`config.mk`:
```
export PLATFORM = sky130hd
export DESIGN_NAME = vsp_sqrt_pipe
export DESIGN_NICKNAME = d
export VERILOG_FILES = /design/src/sv/vsp_sqrt_pipe.sv
export SDC_FILE = /design/constraint.sdc
export NUM_CORES = 2
export LEC_CHECK = 0
export ABC_AREA = 1
export ABC_CLOCK_PERIOD_IN_PS = 3550
export BUFFER_PORTS_ARGS = -buffer_cell sky130_fd_sc_hd__clkbuf_2
export CAP_MARGIN = 20
export CORE_MARGIN = 8
export CORE_UTILIZATION = 55
export DETAILED_ROUTE_END_ITERATION = 6
export PLACE_DENSITY = 0.71
export SYNTH_ARGS = -nofsm -noshare
export SYNTH_HDL_FRONTEND = slang
export SYNTH_SLANG_ARGS = --single-unit
```
`constraint.sdc`:
```
create_clock -name i_clk -period 3.55 [get_ports i_clk]
set_input_delay 0.355 -clock i_clk [delete_from_list [all_inputs] [get_ports i_clk]]
set_output_delay 0.355 -clock i_clk [all_outputs]
set_load 0.02 [all_outputs]
```
`src/sv/vsp_sqrt_pipe.sv`:
```
// Pipelined integer square root, one result bit per stage.
module vsp_sqrt_pipe #(
    parameter int S_W    = 44,
    parameter int SIDE_W = 1
) (
    input  logic               i_clk,
    input  logic               i_en,
    input  logic [S_W-1:0]     i_s,
    input  logic [SIDE_W-1:0]  i_side,
    output logic [S_W/2-1:0]   o_root,
    output logic [SIDE_W-1:0]  o_side
);

    localparam int R_W = S_W / 2;

    logic [R_W:0]      w_rem  [0:R_W];
    logic [R_W-1:0]    w_root [0:R_W];
    logic [S_W-1:0]    w_s    [0:R_W];
    logic [SIDE_W-1:0] w_side [0:R_W];

    assign w_rem[0]  = '0;
    assign w_root[0] = '0;
    assign w_s[0]    = i_s;
    assign w_side[0] = i_side;

    for (genvar g = 0; g < R_W; g++) begin : g_stage
        logic [R_W+1:0]    t_rem;
        logic [R_W+1:0]    t_trial;
        logic              t_ge;
        logic [R_W:0]      r_rem;
        logic [R_W-1:0]    r_root;
        logic [S_W-1:0]    r_s;
        logic [SIDE_W-1:0] r_side;

        // bring down the next two radicand bits, try root*4+1
        assign t_rem   = {w_rem[g][R_W-1:0], w_s[g][S_W-1 -: 2]};
        assign t_trial = {w_root[g], 2'b01};
        assign t_ge    = (t_rem >= t_trial);

        always_ff @(posedge i_clk) begin
            if (i_en) begin
                r_rem  <= t_ge ? (R_W+1)'(t_rem - t_trial) : t_rem[R_W:0];
                r_root <= {w_root[g][R_W-2:0], t_ge};
                r_s    <= {w_s[g][S_W-3:0], 2'b00};
                r_side <= w_side[g];
            end
        end

        assign w_rem[g+1]  = r_rem;
        assign w_root[g+1] = r_root;
        assign w_s[g+1]    = r_s;
        assign w_side[g+1] = r_side;
    end

    assign o_root = w_root[R_W];
    assign o_side = w_side[R_W];

endmodule

```
==> Yosys cells after proc, flatten, opt, wreduce, memory -nomap -nowiden <==
Cells that the tools add are included.
{ "word_totals": {"register_bits": 1180, "latch_bits": 0, "mem_bits_rw": 0, "mem_bits_ro": 0, "in_bits": 47, "n_memories": 0} }
{ "classes": {"add_sub_neg": 21, "mul": 0, "n_div": 0, "n_lt_le_gt_ge": 22, "eq_ne": 0, "n_shift": 0, "muxes": 21, "bitwise": 0, "n_reduce_logical": 0} }
{ "ops": {"columns": ["cell", "count"], "rows": [
  ["two-way mux 22 bit", 20],
  [">= comparator 24 x 10 -> 1 bit", 1],
  [">= comparator 24 x 11 -> 1 bit", 1],
  [">= comparator 24 x 12 -> 1 bit", 1],
  [">= comparator 24 x 13 -> 1 bit", 1],
  [">= comparator 24 x 14 -> 1 bit", 1],
  [">= comparator 24 x 15 -> 1 bit", 1],
  [">= comparator 24 x 16 -> 1 bit", 1],
  [">= comparator 24 x 17 -> 1 bit", 1],
  [">= comparator 24 x 18 -> 1 bit", 1],
  [">= comparator 24 x 19 -> 1 bit", 1],
  [">= comparator 24 x 20 -> 1 bit", 1],
  [">= comparator 24 x 21 -> 1 bit", 1],
  [">= comparator 24 x 22 -> 1 bit", 1],
  [">= comparator 24 x 23 -> 1 bit", 1],
  [">= comparator 24 x 3 -> 1 bit", 1],
  [">= comparator 24 x 4 -> 1 bit", 1],
  [">= comparator 24 x 5 -> 1 bit", 1],
  [">= comparator 24 x 6 -> 1 bit", 1],
  [">= comparator 24 x 7 -> 1 bit", 1],
  [">= comparator 24 x 8 -> 1 bit", 1],
  [">= comparator 24 x 9 -> 1 bit", 1],
  ["subtractor 22 x 10 -> 22 bit", 1],
  ["subtractor 22 x 11 -> 22 bit", 1],
  ["other kinds (21)", 21]
]} }

==> Logic depth before layout (Yosys ltp) <==
{ "logic_depth": {"depth_word": 2, "mapped_depth": 14, "depth_no_buf": 14} }

==> Least setup slack after synthesis <==
Ideal clock, no wire load.
{ "synth_path": {"path_type": "reg2reg", "from": "register g_stage[11].r_rem[8]", "to": "register g_stage[12].r_rem[3], data pin", "setup_time_ns": 0.257, "arrival_time_ns": 1.736, "required_ns": 3.293, "path_slack_ns": 1.557, "path_stages_with_launch": 11, "path_buffers": 1, "synth_period_minus_slack_ns": 1.993, "cell_sequence": "edfxtp_1 ha_1 nand2_2 inv_1 nand2_1 nand2_1 a21oi_2 nand3_4 inv_8 buf_12 o21ai_2"} }
{ "synth_via": {"elab_chain_cells": 2} }
{ "synth_lines": {"columns": ["item", "line", "source"], "rows": [
  ["from (decl)", "30", "logic [R_W:0] r_rem;"],
  ["from (signal assigned)", "42", "r_rem <= t_ge ? (R_W+1)'(t_rem - t_trial) : t_rem[R_W:0];"],
  [">= comparator 24 x 14 -> 1 bit", "38", "assign t_ge = (t_rem >= t_trial);"],
  ["named net g_stage[12].t_ge", "29", "logic t_ge;"],
  ["two-way mux 22 bit", "42", null],
  ["to (signal assigned)", "42", null],
  ["to (decl)", "30", null]
]} }
The timed path passes the listed nets, and every way through them passes these cells.
A chain may end at the register's enable or synchronous reset.

==> Worst setup path after layout <==
{ "layout_path": {"from": "register g_stage[19].r_rem[14]", "to": "register g_stage[20].r_rem[19], data pin"} }
{ "layout_via": {"elab_chain_cells": 2, "elab_cells_between_ends": 3, "classes_between": "add/sub (1); order compare (1); mux (1)"} }
{ "layout_lines": {"columns": ["item", "line"], "rows": [
  ["from (decl)", "30"],
  ["from (signal assigned)", "42"],
  ["subtractor 22 bit or >= comparator 24 x 22 -> 1 bit (tied branches)", "42, 38"],
  ["two-way mux 22 bit *", "42"],
  ["to (signal assigned)", "42"],
  ["to (decl)", "30"]
]} }
Mark *: on every way between the ends. The rest lies on a longest branch, timed or not.

==> flow_summary_export.csv <==
group,metric,value,unit
outcome,status,"finished, final reports clean",
place,port_buffers,69,
worst_setup_path,cp.required,4030,ps
worst_setup_path,path_max_fanout,34,
floorplanning,rows,123,
clocking,cts_tree,"done",
job,drv_cap,0,
timing,finalSetupTns,0,ps
floorplanning,start_util,55.5,%
grt,gr-max-usage-layer,"met2",
clocking,ctsHoldBuffers,46,
timing,fin_crit,2880,ps
grt,first_global_vias,43243,
clocking,clock_sinks,1171,
logic_synthesis,syn-num-nets,7106,
logic_synthesis,syn-cell-area,62400,um2
clocking,clkTransAtPathRegs,60,ps
logic_synthesis,syn_area_per_cell,9.20,um2
timing,slew_viol_final,0,
timing,tightest_slew,752,ps
clocking,htreeDepth,3,
worst_setup_path,endpoint_kind,"register",
cells_and_area,area_growth,11.1,%
logic_synthesis,syn_inst,6783,
grt,grt_use_met1,31.9,%
drt,num_vias,44991,
place,finalWeightedCongestion,0.969,
cells_and_area,diodes,0,
worst_hold_path,hp-class,"in -> reg",
logic_synthesis,synth-edff-count,1171,
drt,first_pass_iters,6,
grt,grt_max_degree,101,
floorplanning,die_area,125000,um2
drt,routed_wl,146000,um
timing,relSlewSlack,49.9,%
clocking,clk_latency,750,ps
timing,hold_violations,0,
worst_setup_path,worstReg2RegStart,"g_stage[19].r_rem[14]",
timing,setup_viol,0,
pwr,ir_drop,0.000510,V
logic_synthesis,synth_seq_cells,1171,
grt,grtUsageMet2,37.5,%
timing,finClkSkew,57.4,ps
floorplanning,die_w,353,um
worst_setup_path,cp-start-kind,"register",
clocking,numCtsBuffers,120,
pwr,p_per_area,560,nW/um2
timing,timing.final.crit_share,81.1,%
grt,track_usage,22.8,%
worst_setup_path,reg2reg_depth,9,
worst_setup_path,reg2reg_to,"g_stage[20].r_rem[19]",
cells_and_area,final_layout_size_suffix_gt1_share,7.09,%
clocking,root_buffer,"clkbuf_16",
timing,fmax,0.347,GHz
worst_setup_path,criticalPathCategory,"reg -> reg",
grt,gr-total-overflow,0,
place,place_hpwl,111000,um
drt,wire_per_inst,16.9,um
cells_and_area,layout.nets,7345,
grt,grt_pass1_wl,231000,um
floorplanning,die_h,353,um
worst_setup_path,rrSetupSlack,670,ps
grt,antenna_found_initial,1,
place,postPlaceCellArea,64800,um2
worst_setup_path,cp.arrival,3360,ps
cells_and_area,nFillCells,9414,
worst_setup_path,crit_end,"g_stage[20].r_rem[19]",
drt,drt_iter0_drc,3898,
logic_synthesis,yosys_warnings,0,
cells_and_area,stdcell_area,69300,um2
logic_synthesis,ys_types,56,
timing,rsz0062_at_grt,"no",
drt,via_per_inst,5.22,
logic_synthesis,synth_seq_area_share,56.3,%
cells_and_area,multiInputGateArea,22500,um2
floorplanning,core,112000,um2
clocking,cts_setup_buffers,0,
pwr,power,38.8,mW
worst_setup_path,startpoint,"g_stage[19].r_rem[14]",
logic_synthesis,async_flop_share,0,%
grt,met3_usage,3.34,%
clocking,clk_path_buf_depth,3,
clocking,cts.repair.resized,0,
drt,ant_nets,0,
cells_and_area,final-seq-area,35200,um2
pwr,p_leak,31.2,nW
logic_synthesis,synth_flop_cell,"edfxtp_1",
drt,drc_errors,0,
floorplanning,io_pins,70,
## power by group
part	switching [mW]	internal [mW]	leakage [nW]
registers	1.02	17.1	11.2
logic	5.15	2.67	17.9
clock network	5.43	7.50	1.98
total	11.6	27.2	31.2
## cells by family after synthesis
logic type | count (synthesis) | share of synthesized area, %
buffers and inverters | 1193 | 7.68
DFF | 1171 | 56.3
adders and majority gates | 276 | 5.53
AOI/OAI and AO/OA | 478 | 4.33
xor gates and xnor gates | 177 | 2.48
other | 1 | 0.00601
and+or+nand+nor | 3487 | 23.6
## cell type report
class                           instances  share of cell area (%)
Inverter                             1139                    6.19
Clock buffer                          141                    4.44
Sequential cell                      1171                    50.7
Multi-Input combinational cell       4419                    32.4
Clock inverter                         79                    1.46
Tap cell                             1500                    2.71
Timing Repair Buffer                  171                    2.09
## flip-flops by register name (all words and copies together) (netlist names)
register,count
g_stage.r_rem,434
g_stage.r_root,231
g_stage.r_s,462
g_stage.r_side,21
o_root,22
o_side,1
## worst min-delay path by stage
stage	startpoint	endpoint	slack (ps)	cells after the start
after floorplan	g_stage[9].r_s[20]	g_stage[10].r_s[22]	400	0
after global placement	g_stage[2].r_s[9]	g_stage[3].r_s[11]	400	0
after detailed placement	g_stage[9].r_s[22]	g_stage[10].r_s[24]	400	0
after global routing	i_en	g_stage[0].r_s[3]	120	1
final	i_en	g_stage[0].r_s[3]	120	1
after CTS	i_en	g_stage[0].r_s[3]	100	1
## layout by cell type (no fill, tap or decap), types with 8 or more instances in the layout
cell type	n
a21oi_1	226
a21oi_2	33
and2_1	13
buf_12	17
buf_4	39
bufinv_16	17
clkbuf_1	21
clkbuf_16	120
clkbuf_2	68
clkinv_1	21
clkinv_2	19
clkinv_4	10
dlygate4sd3_1	46
edfxtp_1	1171
ha_1	276
inv_1	1116
inv_2	18
nand2_1	2209
nand2_2	30
nand3_1	354
nand3_2	12
nand3b_1	76
nand4_1	103
nor2_1	549
nor2_2	30
nor2_4	8
nor3_1	50
o21ai_0	104
o21ai_1	53
o21ai_2	25
o21bai_1	18
or2_2	19
xnor2_1	58
xor2_1	119
## layer usage
metal  vias up  wire [um]
li1      22549          -
met1     20871      65700
met2      1323      67200
met3       248       9040
met4         0       3600
met5         -          0
## per-stage QoR
stage / setup WS (ps) / cells / hold slack, ps / utilization [%]
final: 671 / 8620 / 125 / 61.6
after CTS: 701 / 8620 / 105 / 61.6
after detailed placement: 747 / 8354 / 405 / 57.6
after global routing: 525 / 8620 / 124 / 61.6
after global placement: 797 / 8354 / 400 / 57.6
after floorplan: 1560 / 6783 / 400 / -
## worst max-delay path: stages (launching register included)
cell      delay, ps
edfxtp_1        400
ha_1            380
nand2_1         220
nor2_1           90
nand2_1         110
inv_1            60
nand2_1         440
nand4_4         540
nand3_1         300
nand2_1          70
## synthesized netlist by cell type, types with 8 or more instances
| cell type | count | area (um2) |
|---|---|---|
| nand2_1 | 2209 | 8290 |
| edfxtp_1 | 1171 | 35200 |
| inv_1 | 1116 | 4190 |
| nor2_1 | 549 | 2060 |
| nand3_1 | 354 | 1770 |
| ha_1 | 276 | 3450 |
| a21oi_1 | 226 | 1130 |
| xor2_1 | 119 | 1040 |
| o21ai_0 | 104 | 521 |
| nand4_1 | 103 | 644 |
| nand3b_1 | 76 | 571 |
| xnor2_1 | 58 | 508 |
| o21ai_1 | 53 | 265 |
| nor3_1 | 50 | 250 |
| a21oi_2 | 33 | 289 |
| nand2_2 | 30 | 188 |
| nor2_2 | 30 | 188 |
| o21ai_2 | 25 | 219 |
| buf_6 | 23 | 259 |
| or2_2 | 19 | 119 |
| buf_4 | 18 | 135 |
| inv_2 | 18 | 67.6 |
| o21bai_1 | 18 | 135 |
| and2_1 | 13 | 81.3 |
| nand3_2 | 12 | 120 |
| nor2_4 | 8 | 90.1 |
No activity file was read; power rests on OpenSTA's default activity.
