### src/sv/vsp_pkg.sv
// Shared types, constants and helpers for the vertex screen projection block.
package vsp_pkg;

    localparam int COMP_W    = 21;          // one signed vector component
    localparam int VEC_W     = 3 * COMP_W;  // packed x, y, z
    localparam int DIM_W     = 13;          // screen width / height
    localparam int FOV_W     = 16;          // unsigned Q2.14
    localparam int NEAR_W    = 21;
    localparam int FAR_W     = 20;
    localparam int CFG_IDX_W = 3;
    localparam int CFG_DAT_W = VEC_W;
    localparam int PIX_W     = 32;

    localparam int COORD_FRAC_BITS_DEF = 12;

    localparam logic [VEC_W-1:0]         CAMERA_RST = 63'd2076672;
    localparam logic [VEC_W-1:0]         VIEW_RST   = 63'd4096;
    localparam logic [VEC_W-1:0]         RIGHT_RST  = 63'd0;
    localparam logic [VEC_W-1:0]         UP_RST     = 63'd18014398509481984;
    localparam logic [FOV_W-1:0]         FOV_RST    = 16'd12288;
    localparam logic signed [NEAR_W-1:0] NEAR_RST   = 21'sd41;
    localparam logic [FAR_W-1:0]         FAR_RST    = 20'd409600;

    typedef enum logic [CFG_IDX_W-1:0] {
        CFG_CAMERA = 3'd0,
        CFG_VIEW   = 3'd1,
        CFG_RIGHT  = 3'd2,
        CFG_UP     = 3'd3,
        CFG_FOV    = 3'd4,
        CFG_NEAR   = 3'd5,
        CFG_FAR    = 3'd6,
        CFG_ORTHO  = 3'd7
    } t_cfg_idx;

    typedef struct packed {
        logic [VEC_W-1:0]         camera;
        logic [VEC_W-1:0]         view;
        logic [VEC_W-1:0]         right;
        logic [VEC_W-1:0]         up;
        logic [FOV_W-1:0]         fov;
        logic signed [NEAR_W-1:0] near_lim;
        logic [FAR_W-1:0]         far_lim;
        logic                     ortho;
    } t_cfg;

    function automatic logic signed [COMP_W-1:0] comp(input logic [VEC_W-1:0] v,
                                                      input int unsigned k);
        return $signed(v[k*COMP_W +: COMP_W]);
    endfunction

endpackage

### src/sv/vsp_cfg_regs.sv
// Camera and projection configuration registers.
module vsp_cfg_regs (
    input  logic                          i_clk,
    input  logic                          i_rst_n,
    input  logic                          i_cfg_wr_en,
    input  logic [vsp_pkg::CFG_IDX_W-1:0] i_cfg_index,
    input  logic [vsp_pkg::CFG_DAT_W-1:0] i_cfg_data,
    output vsp_pkg::t_cfg                 o_cfg
);

    vsp_pkg::t_cfg r_cfg;

    always_ff @(posedge i_clk) begin
        if (!i_rst_n) begin
            r_cfg.camera   <= vsp_pkg::CAMERA_RST;
            r_cfg.view     <= vsp_pkg::VIEW_RST;
            r_cfg.right    <= vsp_pkg::RIGHT_RST;
            r_cfg.up       <= vsp_pkg::UP_RST;
            r_cfg.fov      <= vsp_pkg::FOV_RST;
            r_cfg.near_lim <= vsp_pkg::NEAR_RST;
            r_cfg.far_lim  <= vsp_pkg::FAR_RST;
            r_cfg.ortho    <= 1'b0;
        end else if (i_cfg_wr_en) begin
            unique case (vsp_pkg::t_cfg_idx'(i_cfg_index))
                vsp_pkg::CFG_CAMERA: r_cfg.camera   <= i_cfg_data;
                vsp_pkg::CFG_VIEW:   r_cfg.view     <= i_cfg_data;
                vsp_pkg::CFG_RIGHT:  r_cfg.right    <= i_cfg_data;
                vsp_pkg::CFG_UP:     r_cfg.up       <= i_cfg_data;
                vsp_pkg::CFG_FOV:    r_cfg.fov      <= i_cfg_data[vsp_pkg::FOV_W-1:0];
                vsp_pkg::CFG_NEAR:   r_cfg.near_lim <= $signed(i_cfg_data[vsp_pkg::NEAR_W-1:0]);
                vsp_pkg::CFG_FAR:    r_cfg.far_lim  <= i_cfg_data[vsp_pkg::FAR_W-1:0];
                vsp_pkg::CFG_ORTHO:  r_cfg.ortho    <= i_cfg_data[0];
            endcase
        end
    end

    assign o_cfg = r_cfg;

endmodule

### config.mk
export PLATFORM = sky130hd
export DESIGN_NAME = vsp_cfg_regs
export DESIGN_NICKNAME = d
export VERILOG_FILES = /design/src/sv/vsp_pkg.sv /design/src/sv/vsp_cfg_regs.sv
export SDC_FILE = /design/constraint.sdc
export NUM_CORES = 1
export LEC_CHECK = 0
export BUFFER_PORTS_ARGS = -buffer_cell sky130_fd_sc_hd__buf_2
export CORE_MARGIN = 8
export CORE_UTILIZATION = 45
export CTS_BUF_LIST = sky130_fd_sc_hd__clkbuf_8
export DETAILED_ROUTE_END_ITERATION = 8
export PLACE_DENSITY_LB_ADDON = 0.1
export SLEW_MARGIN = 5
export SYNTH_ARGS = -nofsm -noshare
export SYNTH_HDL_FRONTEND = slang
export SYNTH_SLANG_ARGS = --single-unit
### constraint.sdc
create_clock -name i_clk -period 1.1 [get_ports i_clk]
set_input_delay 0.165 -clock i_clk [delete_from_list [all_inputs] [get_ports i_clk]]
set_output_delay 0.165 -clock i_clk [all_outputs]
set_load 0.02 [all_outputs]
# ---- Yosys cells after proc, flatten, opt, wreduce, memory -nomap -nowiden
# Index checks and enable logic that the tools add are counted.
dict set report totals {
  reg_bits 310
  in_bits 69
}
dict set report op_classes {
  eq_ne 7
  n_reduce_logical 9
}
# op count
set op_table {}
lappend op_table {{AND reduction 2 bit} 8}
lappend op_table {{equality test 3 bit (second input constant)} 4}
lappend op_table {{equality test 3 x 2 -> 1 bit (second input constant)} 2}
lappend op_table {{equality test 3 x 1 -> 1 bit (second input constant)} 1}
lappend op_table {{logical NOT 3 bit} 1}

# ---- Logic depth before layout (Yosys ltp)
# Gate-level depths: netlist of run 1.
dict set report logic_depth {
  depth_word 2
  ltp_mapped 5
  mapped_depth_nobuf 2
}

# ---- Least setup slack after synthesis of run 1
# Ideal clock, no wire load.
dict set report synth_path {
  path_kind {in2reg}
  startpoint {input port i_cfg_index[1] (netlist name)}
  endpoint {register r_cfg (netlist bit o_cfg[254])}
  arrival_ns 1.084
  path_slack_ns -0.056
  path_stages 5
  cell_sequence {buf_4 nor4b_4 buf_6 buf_12 mux2i_1}
}
dict set report synth_between {
  elab_chain_cells 2
}
# element line_no
set synth_lines {}
lappend synth_lines {{start: declaration} vsp_cfg_regs.sv:6} ;# input logic [vsp_pkg::CFG_IDX_W-1:0] i_cfg_index,
lappend synth_lines {{logical NOT 3 bit} vsp_cfg_regs.sv:24} ;# unique case (vsp_pkg::t_cfg_idx'(i_cfg_index))
lappend synth_lines {{AND reduction 2 bit (no source line)} --}
lappend synth_lines {{end: declaration} vsp_cfg_regs.sv:11} ;# vsp_pkg::t_cfg r_cfg;
# No other way between the ends.
# A chain may end at the register's enable or synchronous reset.

# ---- Final worst setup path of run 1
dict set report layout_path {
  startpoint {register r_cfg (netlist bit o_cfg[301])}
  endpoint {output port o_cfg[301] (netlist name)}
}
# element line_no
set layout_rtl {}
lappend layout_rtl {{end: declaration} vsp_cfg_regs.sv:8} ;# output vsp_pkg::t_cfg o_cfg
# No word-level cell between the ends.

==> results_dict.tcl, run 1 <==
set metrics [dict create \
    syn2layout_area_growth_pct 60.8 \
    status "finished with violations" \
    slew_violations 0 \
    worst_slew_pin_slew_ns 0.365 \
    powerDensity_nw_per_um2 1300 \
    post_dp_cell_area_um2 14000 \
    synth.distinct_cells 16 \
    cpMaxStageDelayCell "dfxtp_2" \
    start_util_pct 45.8 \
    clockPowerShare_pct 41.1 \
    worstPathRequired_ns 0.94 \
    layout_commonest_cell "nand2_1" \
    synth_area_um2 11500 \
    cap_violations 0 \
    fin_worst_skew_ns 0 \
    clockRootBuffer "clkbuf_8" \
    grt_pass1_wl_um 56900 \
    utilization_pct 73.6 \
    die-area_um2 31000 \
    clk_path_buf_depth 3 \
    layout.cells.non_filler 2005 \
    netlist_instances 1099 \
    rsz0062_at_grt "yes" \
    drt-wirelength-per-cell_um 18.9 \
    postLayoutCellArea_um2 18500 \
    slew_headroom_pct 75.6 \
    cts_tree "yes" \
    drive_above_1_share_pct 53.8 \
    grt-ovfl-total 0 \
    path_clk_slew_ns 0.06 \
    num_io_pins 379 \
    dieHeight_um 176 \
    finalPower_mw 24.1 \
    critPathKind "reg2out" \
    vias 9789 \
    worstSkewPairLatency_ns 0.55 \
    final_hold_viol_count 0 \
    drtIter0Drc 354 \
    p_seq_share_pct 48.6 \
    hpwl_um 25100 \
    post-place-ws_ns -0.200 \
    numCtsBuffers 51 \
    grt_start_max_net_pins 61 \
    routabilityCongestion 0.778 \
    fill_cells 1716 \
    yosys_warnings 0 \
    p_switching_mw 5.87 \
    coreArea_um2 25200 \
    setup_tns_ns -21.81 \
    fmax_mhz 828 \
    path_buf_inv 1 \
    largest_reg_flops 310 \
    nets 1711 \
    p_sw_share_pct 24.3 \
    critical_path.cell_chain "buf_6" \
    hp-class "in2reg" \
    ys_seq_elements 310 \
    violations "negative setup slack" \
    finalCritPeriodShare_pct 110 \
    mostFrequentLayoutCells "nand2_1, mux2i_1, dfxtp_2, buf_6, buf_4" \
    avgSynthCellArea_um2 10.5 \
    min_period_ns 1.21 \
    setup_slack_ns -0.107 \
    wl_um 37800 \
    path_delay_family "flip-flops" \
    cts_htree_levels 2 \
    peakVddDrop_v 0.00119 \
    intPower_mw 18.3 \
    crit_arrival_ns 1.04 \
    p_leak_nw 9.20 \
    power_frac_comb_pct 10.3 \
    drtAntennaViolNets 0 \
    first_global_vias 10157 \
    whs_ns 0.0415 \
    ys_seq_area_share_pct 53.8 \
    setup_viol 310 \
    slowest_delay_ns 0.36 \
    cp-start-kind "register" \
    drc 0 \
    antenna_found_initial 3 \
    row_count 58 \
    place_inst 1781 \
    worstPathMaxFanout 2 \
    cp-end-kind "output pin" \
    grt_use_total_pct 22.9 \
    vias_per_cell 4.88 \
    io_buffers 378 \
    drt-pass1-iter-count 4 \
    clock_sinks 310 \
    die_w_um 176 \
    syn_nets 1168 \
]
[power by group through the flow]
stage | Sequential (mW) | Clock [mW] | Combinational, mW
finish | 11.7 | 9.92 | 2.48
detailed placement | 11.9 | 0 | 1.94
floorplan | 12.1 | 0 | 0.844
global route | 11.7 | 10.7 | 2.63
global placement | 11.9 | 0 | 1.92
CTS | 11.7 | 10.1 | 2.41
[cell families (layout without fill, tap and decap cells)]
group	after synthesis	count (layout)	share of synthesized area, %
other	0	3	0
multiplexers	310	310	26.9
AND/OR/NAND/NOR	396	396	14.2
flip-flops	310	310	53.8
buffers and inverters	83	656	5.03
[cell usage after synthesis (all sizes together)]
cell	n	share of area (%)
nand4b	3	0.23
and4bb	1	0.11
and4b	1	0.087
nor2b	31	1.7
buf	55	4.1
nand2	355	12
nand4	1	0.054
nor4b	1	0.21
clkbuf	28	0.91
dfxtp	310	54
nand4bb	3	0.29
mux2i	310	27
[layer usage]
| metal | global-route usage [%] | up-vias | wire length (um) |
|---|---|---|---|
| met1 | 25.2 | 4653 | 15000 |
| met5 | 0 | - | 0 |
| met4 | 10.5 | 0 | 1550 |
| met2 | 39.5 | 333 | 18400 |
| met3 | 7.54 | 90 | 2940 |
| li1 | - | 4713 | - |
[area by class of cell]
| cell class | count | area [um^2] | area share [%] |
|---|---|---|---|
| clock inverters | 17 | 90.1 | 0.486 |
| repair buffers | 573 | 5740 | 31.0 |
| clock buffers | 66 | 908 | 4.90 |
| well taps | 330 | 413 | 2.23 |
| multi-input cells | 706 | 4770 | 25.8 |
| flip-flops and latches | 310 | 6590 | 35.6 |
| diodes | 3 | 7.51 | 0.0405 |
[final timing paths]
path                 start  depth (start not counted)  slack (ns)          to
max reg2reg     o_cfg[295]                          4        0.23  o_cfg[295]
max             o_cfg[301]                          1       -0.11  o_cfg[301]
min          i_cfg_data[8]                          3        0.04  o_cfg[192]
min reg2reg     o_cfg[202]                          2        0.46  o_cfg[202]
[repair_timing]
item                                   CTS  global route
gates resized for setup                930             0
pin swaps                                0             0
hold buffers                            55             0
setup buffers                           29            54
setup endpoints to repair              310           310
cloned                                   0             0
endpoints found under the hold margin  193             0
(Power assumes the default switching activity.)
==> inputs of run 2 (changes only) <==
--- a/config.mk
+++ b/config.mk
@@ -9,6 +9,7 @@
 export CORE_MARGIN = 8
 export CORE_UTILIZATION = 45
 export CTS_BUF_LIST = sky130_fd_sc_hd__clkbuf_8
+export CTS_CLUSTER_DIAMETER = 100
 export DETAILED_ROUTE_END_ITERATION = 8
 export PLACE_DENSITY_LB_ADDON = 0.1
 export SLEW_MARGIN = 5
==> constraint.sdc (replaced) <==
create_clock -name i_clk -period 1.1 [get_ports i_clk]
set_input_delay 0.22 -clock i_clk [delete_from_list [all_inputs] [get_ports i_clk]]
set_output_delay 0.22 -clock i_clk [all_outputs]
set_load 0.02 [all_outputs]
==> run 2 against run 1 <==
The run still ends with negative setup slack left. Utilization increased by 0.52 points. Clock power about the same. Critical path depth stayed put. Global-route usage rose by 0.76 points. Sequential power hardly changed. Worst setup slack got worse by 0.052 ns. Via count grew 0.51%. Largest cell class unchanged. Cell area is 0.71% higher. Clock-buffer cell count down 3.
==> results_dict.tcl, run 2 (same netlist as run 1, synthesis figures left out) <==
set metrics [dict create \
    row_count 58 \
    drt-pass1-iter-count 6 \
    powerDensity_nw_per_um2 1310 \
    peakVddDrop_v 0.000992 \
    largest_reg_flops 310 \
    grt_use_total_pct 23.6 \
    cts_tree "yes" \
    critical_path.cell_chain "buf_6" \
    utilization_pct 74.1 \
    start_util_pct 45.8 \
    mostFrequentLayoutCells "nand2_1, mux2i_1, dfxtp_2, buf_6, buf_4" \
    grt-ovfl-total 0 \
    vias 9839 \
    syn2layout_area_growth_pct 61.9 \
    grt_start_max_net_pins 56 \
    slew_violations 0 \
    cp-start-kind "register" \
    clockRootBuffer "clkbuf_8" \
    layout_commonest_cell "nand2_1" \
    crit_start "o_cfg[206]" \
    violations "negative setup slack" \
    r2r_end "o_cfg[303]" \
    clk_path_buf_depth 3 \
    finalCritPeriodShare_pct 114 \
    drt-wirelength-per-cell_um 19.3 \
    clock_sinks 310 \
    path_delay_family "flip-flops" \
    path_buf_inv 1 \
    fill_cells 1695 \
    cp-end-kind "output pin" \
    wl_um 38900 \
    setup_viol 310 \
    fin_worst_skew_ns 0 \
    fmax_mhz 794 \
    hpwl_um 25400 \
    grt_pass1_wl_um 58300 \
    r2r_setup_slack_ns 0.24 \
    post-place-ws_ns -0.286 \
    setup_slack_ns -0.159 \
    crit_arrival_ns 1.04 \
    critPathKind "reg2out" \
    dieHeight_um 176 \
    slowest_delay_ns 0.36 \
    routabilityCongestion 0.803 \
    p_leak_nw 9.28 \
    num_io_pins 379 \
    numCtsBuffers 50 \
    first_global_vias 10263 \
    ff2ff_path_depth 4 \
    worst_slew_pin_slew_ns 0.319 \
    nets 1711 \
    worstSkewPairLatency_ns 0.56 \
    die-area_um2 31000 \
    cts_htree_levels 2 \
    whs_ns 0.0282 \
    worstPathRequired_ns 0.88 \
    status "finished with violations" \
    worstPathMaxFanout 2 \
    drtIter0Drc 422 \
    finalPower_mw 24.4 \
    rsz0062_at_grt "yes" \
    drc 0 \
    layout.cells.non_filler 2014 \
    die_w_um 176 \
    coreArea_um2 25200 \
    cpMaxStageDelayCell "dfxtp_2" \
    slew_headroom_pct 78.8 \
    path_clk_slew_ns 0.07 \
    register_area_um2 6590 \
    hp-class "in2reg" \
    drtAntennaViolNets 0 \
    worstReg2RegStart "o_cfg[303]" \
    critical_path_depth 1 \
    min_period_ns 1.26 \
    place_inst 1790 \
    multi_input_area_um2 4770 \
    crit_path_end "o_cfg[206]" \
    drive_above_1_share_pct 54.1 \
    io_buffers 378 \
    antenna_found_initial 3 \
    final_hold_viol_count 0 \
    cap_violations 0 \
    vias_per_cell 4.89 \
]
[run 2: changes by cell type in the layout (fill, tap and decap cells not counted)]
| cell | previous run | this run |
|---|---|---|
| buf_12 | 24 | 33 |
| bufinv_16 | 1 | 2 |
| clkbuf_8 | 66 | 63 |
| clkinv_2 | 0 | 4 |
| dlygate4sd3_1 | 55 | 47 |
| inv_1 | 16 | 22 |
[run 2: timing repair]
item | 4_1_cts | 5_1_grt
cloned | 0 | 0
setup buffers | 31 | 52
setup endpoints to repair | 310 | 310
endpoints found under the hold margin | 147 | 0
hold buffers | 47 | 0
gates resized for setup | 930 | 0
[run 2: final cells by class]
type	instances	area share (%)
well taps	330	2.21
multi-input cells	706	25.6
diodes	3	0.0402
clock inverters	28	0.872
repair buffers	574	31.3
flip-flops and latches	310	35.3
clock buffers	63	4.65
[run 2: metrics by stage]
| step | cell area (um^2) | TNS [ns] |
|---|---|---|
| after floorplan | 11600 | -5.60 |
| after global routing | 18700 | -54.86 |
| after CTS | 18300 | -51.02 |
| after detailed placement | 14200 | -51.72 |
| after global placement | 14200 | -43.26 |
| final | 18700 | -41.10 |
[run 2: where the power goes]
group	internal, mW	switching [mW]
sequential	11.5	0.192
combinational	1.24	1.30
clock	5.60	4.50
total	18.4	5.99
[run 2: per-layer routing]
metal / global-route usage [%] / wire length [um] / vias to the layer above
met5: 0 / 0 / -
met4: 13.2 / 2030 / 0
met3: 7.01 / 2780 / 113
met2: 40.2 / 19000 / 351
met1: 26.0 / 15100 / 4642
li1: - / - / 4733
[run 2: worst min path at each step]
stage / start / endpoint / slack [ns] / depth (start not counted)
finish: i_cfg_data[20] / o_cfg[267] / 0.03 / 3
global route: i_cfg_data[36] / o_cfg[283] / 0.03 / 3
CTS: i_cfg_data[20] / o_cfg[267] / 0.002 / 3
detailed placement: o_cfg[232] / o_cfg[232] / 0.44 / 2
global placement: o_cfg[232] / o_cfg[232] / 0.44 / 2
floorplan: i_cfg_data[54] / o_cfg[112] / 0.38 / 2
==> inputs of run 3 (changes only) <==
--- a/config.mk
+++ b/config.mk
@@ -12,6 +12,7 @@
 export CTS_CLUSTER_DIAMETER = 100
 export DETAILED_ROUTE_END_ITERATION = 8
 export PLACE_DENSITY_LB_ADDON = 0.1
+export SETUP_SLACK_MARGIN = 0.4
 export SLEW_MARGIN = 5
 export SYNTH_ARGS = -nofsm -noshare
 export SYNTH_HDL_FRONTEND = slang
==> run 3 against run 2 <==
The run still ends with negative setup slack left. Sequential share of layout area decreased by 1.8 points. Register-to-register slack better by 0.04 ns. Clock power barely moved. Clock-buffer cell count grew 6. Power up 1.8%. Die area did not move. Utilization is 4.0 points higher. Critical endpoint is now o_cfg[117]. Largest cell class is now non-clock buffers.
==> results_dict.tcl, run 3 (same netlist as run 1, synthesis figures left out) <==
set metrics [dict create \
    finalCritPeriodShare_pct 116 \
    drt-wirelength-per-cell_um 20.8 \
    fill_cells 1612 \
    clockPowerShare_pct 41.5 \
    rsz0062_at_grt "yes" \
    worstReg2RegStart "o_cfg[272]" \
    vias_per_cell 4.96 \
    nets 1757 \
    wl_um 42700 \
    critPathKind "reg2out" \
    vias 10173 \
    numCtsBuffers 52 \
    cap_violations 0 \
    r2r_setup_slack_ns 0.28 \
    drtAntennaViolNets 0 \
    finalPower_mw 24.8 \
    drtIter0Drc 362 \
    fmax_mhz 787 \
    whs_ns 0.00180 \
    post_dp_cell_area_um2 14200 \
    slowest_delay_ns 0.36 \
    worstPathMaxFanout 2 \
    clockRootBuffer "clkbuf_8" \
    clk_path_buf_depth 3 \
    n_antenna_cell 0 \
    layout.cells.non_filler 2049 \
    hold_start "i_cfg_data[12]" \
    grt-ovfl-total 0 \
    path_delay_family "flip-flops" \
    row_count 58 \
    setup_slack_ns -0.171 \
    cpMaxStageDelayCell "dfxtp_2" \
    drive_above_1_share_pct 57.8 \
    die_w_um 176 \
    clock_sinks 310 \
    num_io_pins 379 \
    routabilityCongestion 0.784 \
    ff2ff_path_depth 4 \
    worstPathRequired_ns 0.88 \
    coreArea_um2 25200 \
    final_hold_viol_count 0 \
    syn2layout_area_growth_pct 70.7 \
    worstSkewPairLatency_ns 0.56 \
    intPower_mw 18.7 \
    violations "negative setup slack" \
    place_inst 1796 \
    start_util_pct 45.8 \
    powerDensity_nw_per_um2 1260 \
    grt_start_max_net_pins 60 \
    p_leak_nw 9.70 \
    io_buffers 378 \
    p_switching_mw 6.11 \
    cts_tree "yes" \
    postLayoutCellArea_um2 19700 \
    cp-end-kind "output pin" \
    post-place-ws_ns -0.296 \
    hold_buffers 50 \
    hold_end "o_cfg[196]" \
    slew_headroom_pct 76.3 \
    path_clk_slew_ns 0.06 \
    critical_path.cell_chain "buf_6" \
    layout_commonest_cell "buf_6" \
    dieHeight_um 176 \
    status "finished with violations" \
    drc 0 \
    worst_slew_pin_slew_ns 0.354 \
    path_buf_inv 1 \
    cts_htree_levels 2 \
    grt_pass1_wl_um 58400 \
    slew_violations 0 \
    p_sw_share_pct 24.6 \
    peakVddDrop_v 0.000903 \
    drt-pass1-iter-count 5 \
    fin_worst_skew_ns 0 \
    first_global_vias 10268 \
    hp-class "in2reg" \
    p_seq_share_pct 47.3 \
    hold_path_depth 3 \
    min_period_ns 1.27 \
    mostFrequentLayoutCells "buf_6, nand2_1, dfxtp_2" \
    power_frac_comb_pct 11.2 \
    grt_use_total_pct 23.7 \
    cp-start-kind "register" \
    setup_viol 310 \
    antenna_found_initial 2 \
    crit_arrival_ns 1.05 \
    largest_reg_flops 310 \
    die-area_um2 31000 \
    hpwl_um 25200 \
    r2r_end "o_cfg[272]" \
]
## run 3: cell count changes in the layout (fill, tap and decap cells not counted), sizes merged
| cell | previous run | this run |
|---|---|---|
| buf | 527 | 554 |
| bufinv | 2 | 1 |
| clkbuf | 63 | 84 |
| clkinv | 4 | 2 |
| diode | 3 | 0 |
| dlygate4sd3 | 47 | 48 |
| dlymetal6s4s | 0 | 1 |
| inv | 22 | 13 |
## run 3: stage by stage
step / setup TNS (ns) / util, %
2_1_floorplan: -5.60 / -
3_3_place_gp: -45.26 / 56.3
3_5_place_dp: -48.49 / 56.3
4_1_cts: -50.45 / 73.3
5_1_grt: -53.94 / 78.1
6_report: -41.18 / 78.1
## run 3: worst max-delay path by stage
stage,from,to,depth (start not counted)
after global placement,i_cfg_index[1],o_cfg[270],5
after floorplan,i_cfg_index[1],o_cfg[254],5
final,o_cfg[117],o_cfg[117],1
after global routing,o_cfg[168],o_cfg[168],1
after detailed placement,i_cfg_index[1],o_cfg[257],5
after CTS,o_cfg[264],o_cfg[264],1
## run 3: area by class of cell
type / instances / area [um^2] / area share (%)
Clock buffer: 69 / 950 / 4.83
Tap cell: 330 / 413 / 2.10
Sequential cell: 310 / 6600 / 33.5
Clock inverter: 16 / 88.8 / 0.451
Timing Repair Buffer: 618 / 6720 / 34.1
Multi-Input combinational cell: 706 / 4910 / 25.0
## run 3: routing by layer
layer / vias to the layer above / wire length [um] / GRT usage, % / part of all wire, %
li1: 4795 / - / - / -
met1: 4904 / 16300 / 25.3 / 38
met2: 354 / 21300 / 41.7 / 50
met3: 116 / 3240 / 8.22 / 7.6
met4: 4 / 1840 / 10.8 / 4.3
met5: - / 26 / 0 / 0.061
## run 3: what timing repair did
| action | 4_1_cts | 5_1_grt |
|---|---|---|
| gates cloned | 3 | 18 |
| pin swaps | 1 | 4 |
| resized for setup | 947 | 102 |
| buffers inserted | 35 | 63 |
| endpoints found under the setup margin | 375 | 576 |
| endpoints found under the hold margin | 159 | 2 |
## run 3: power groups by stage
stage	logic, mW	registers (mW)	clock network [mW]
after floorplan	0.914	12.1	0
after global placement	1.97	11.9	0
after detailed placement	1.99	11.9	0
after CTS	2.50	11.7	10.4
after global routing	2.93	11.7	11.0
final	2.78	11.7	10.3
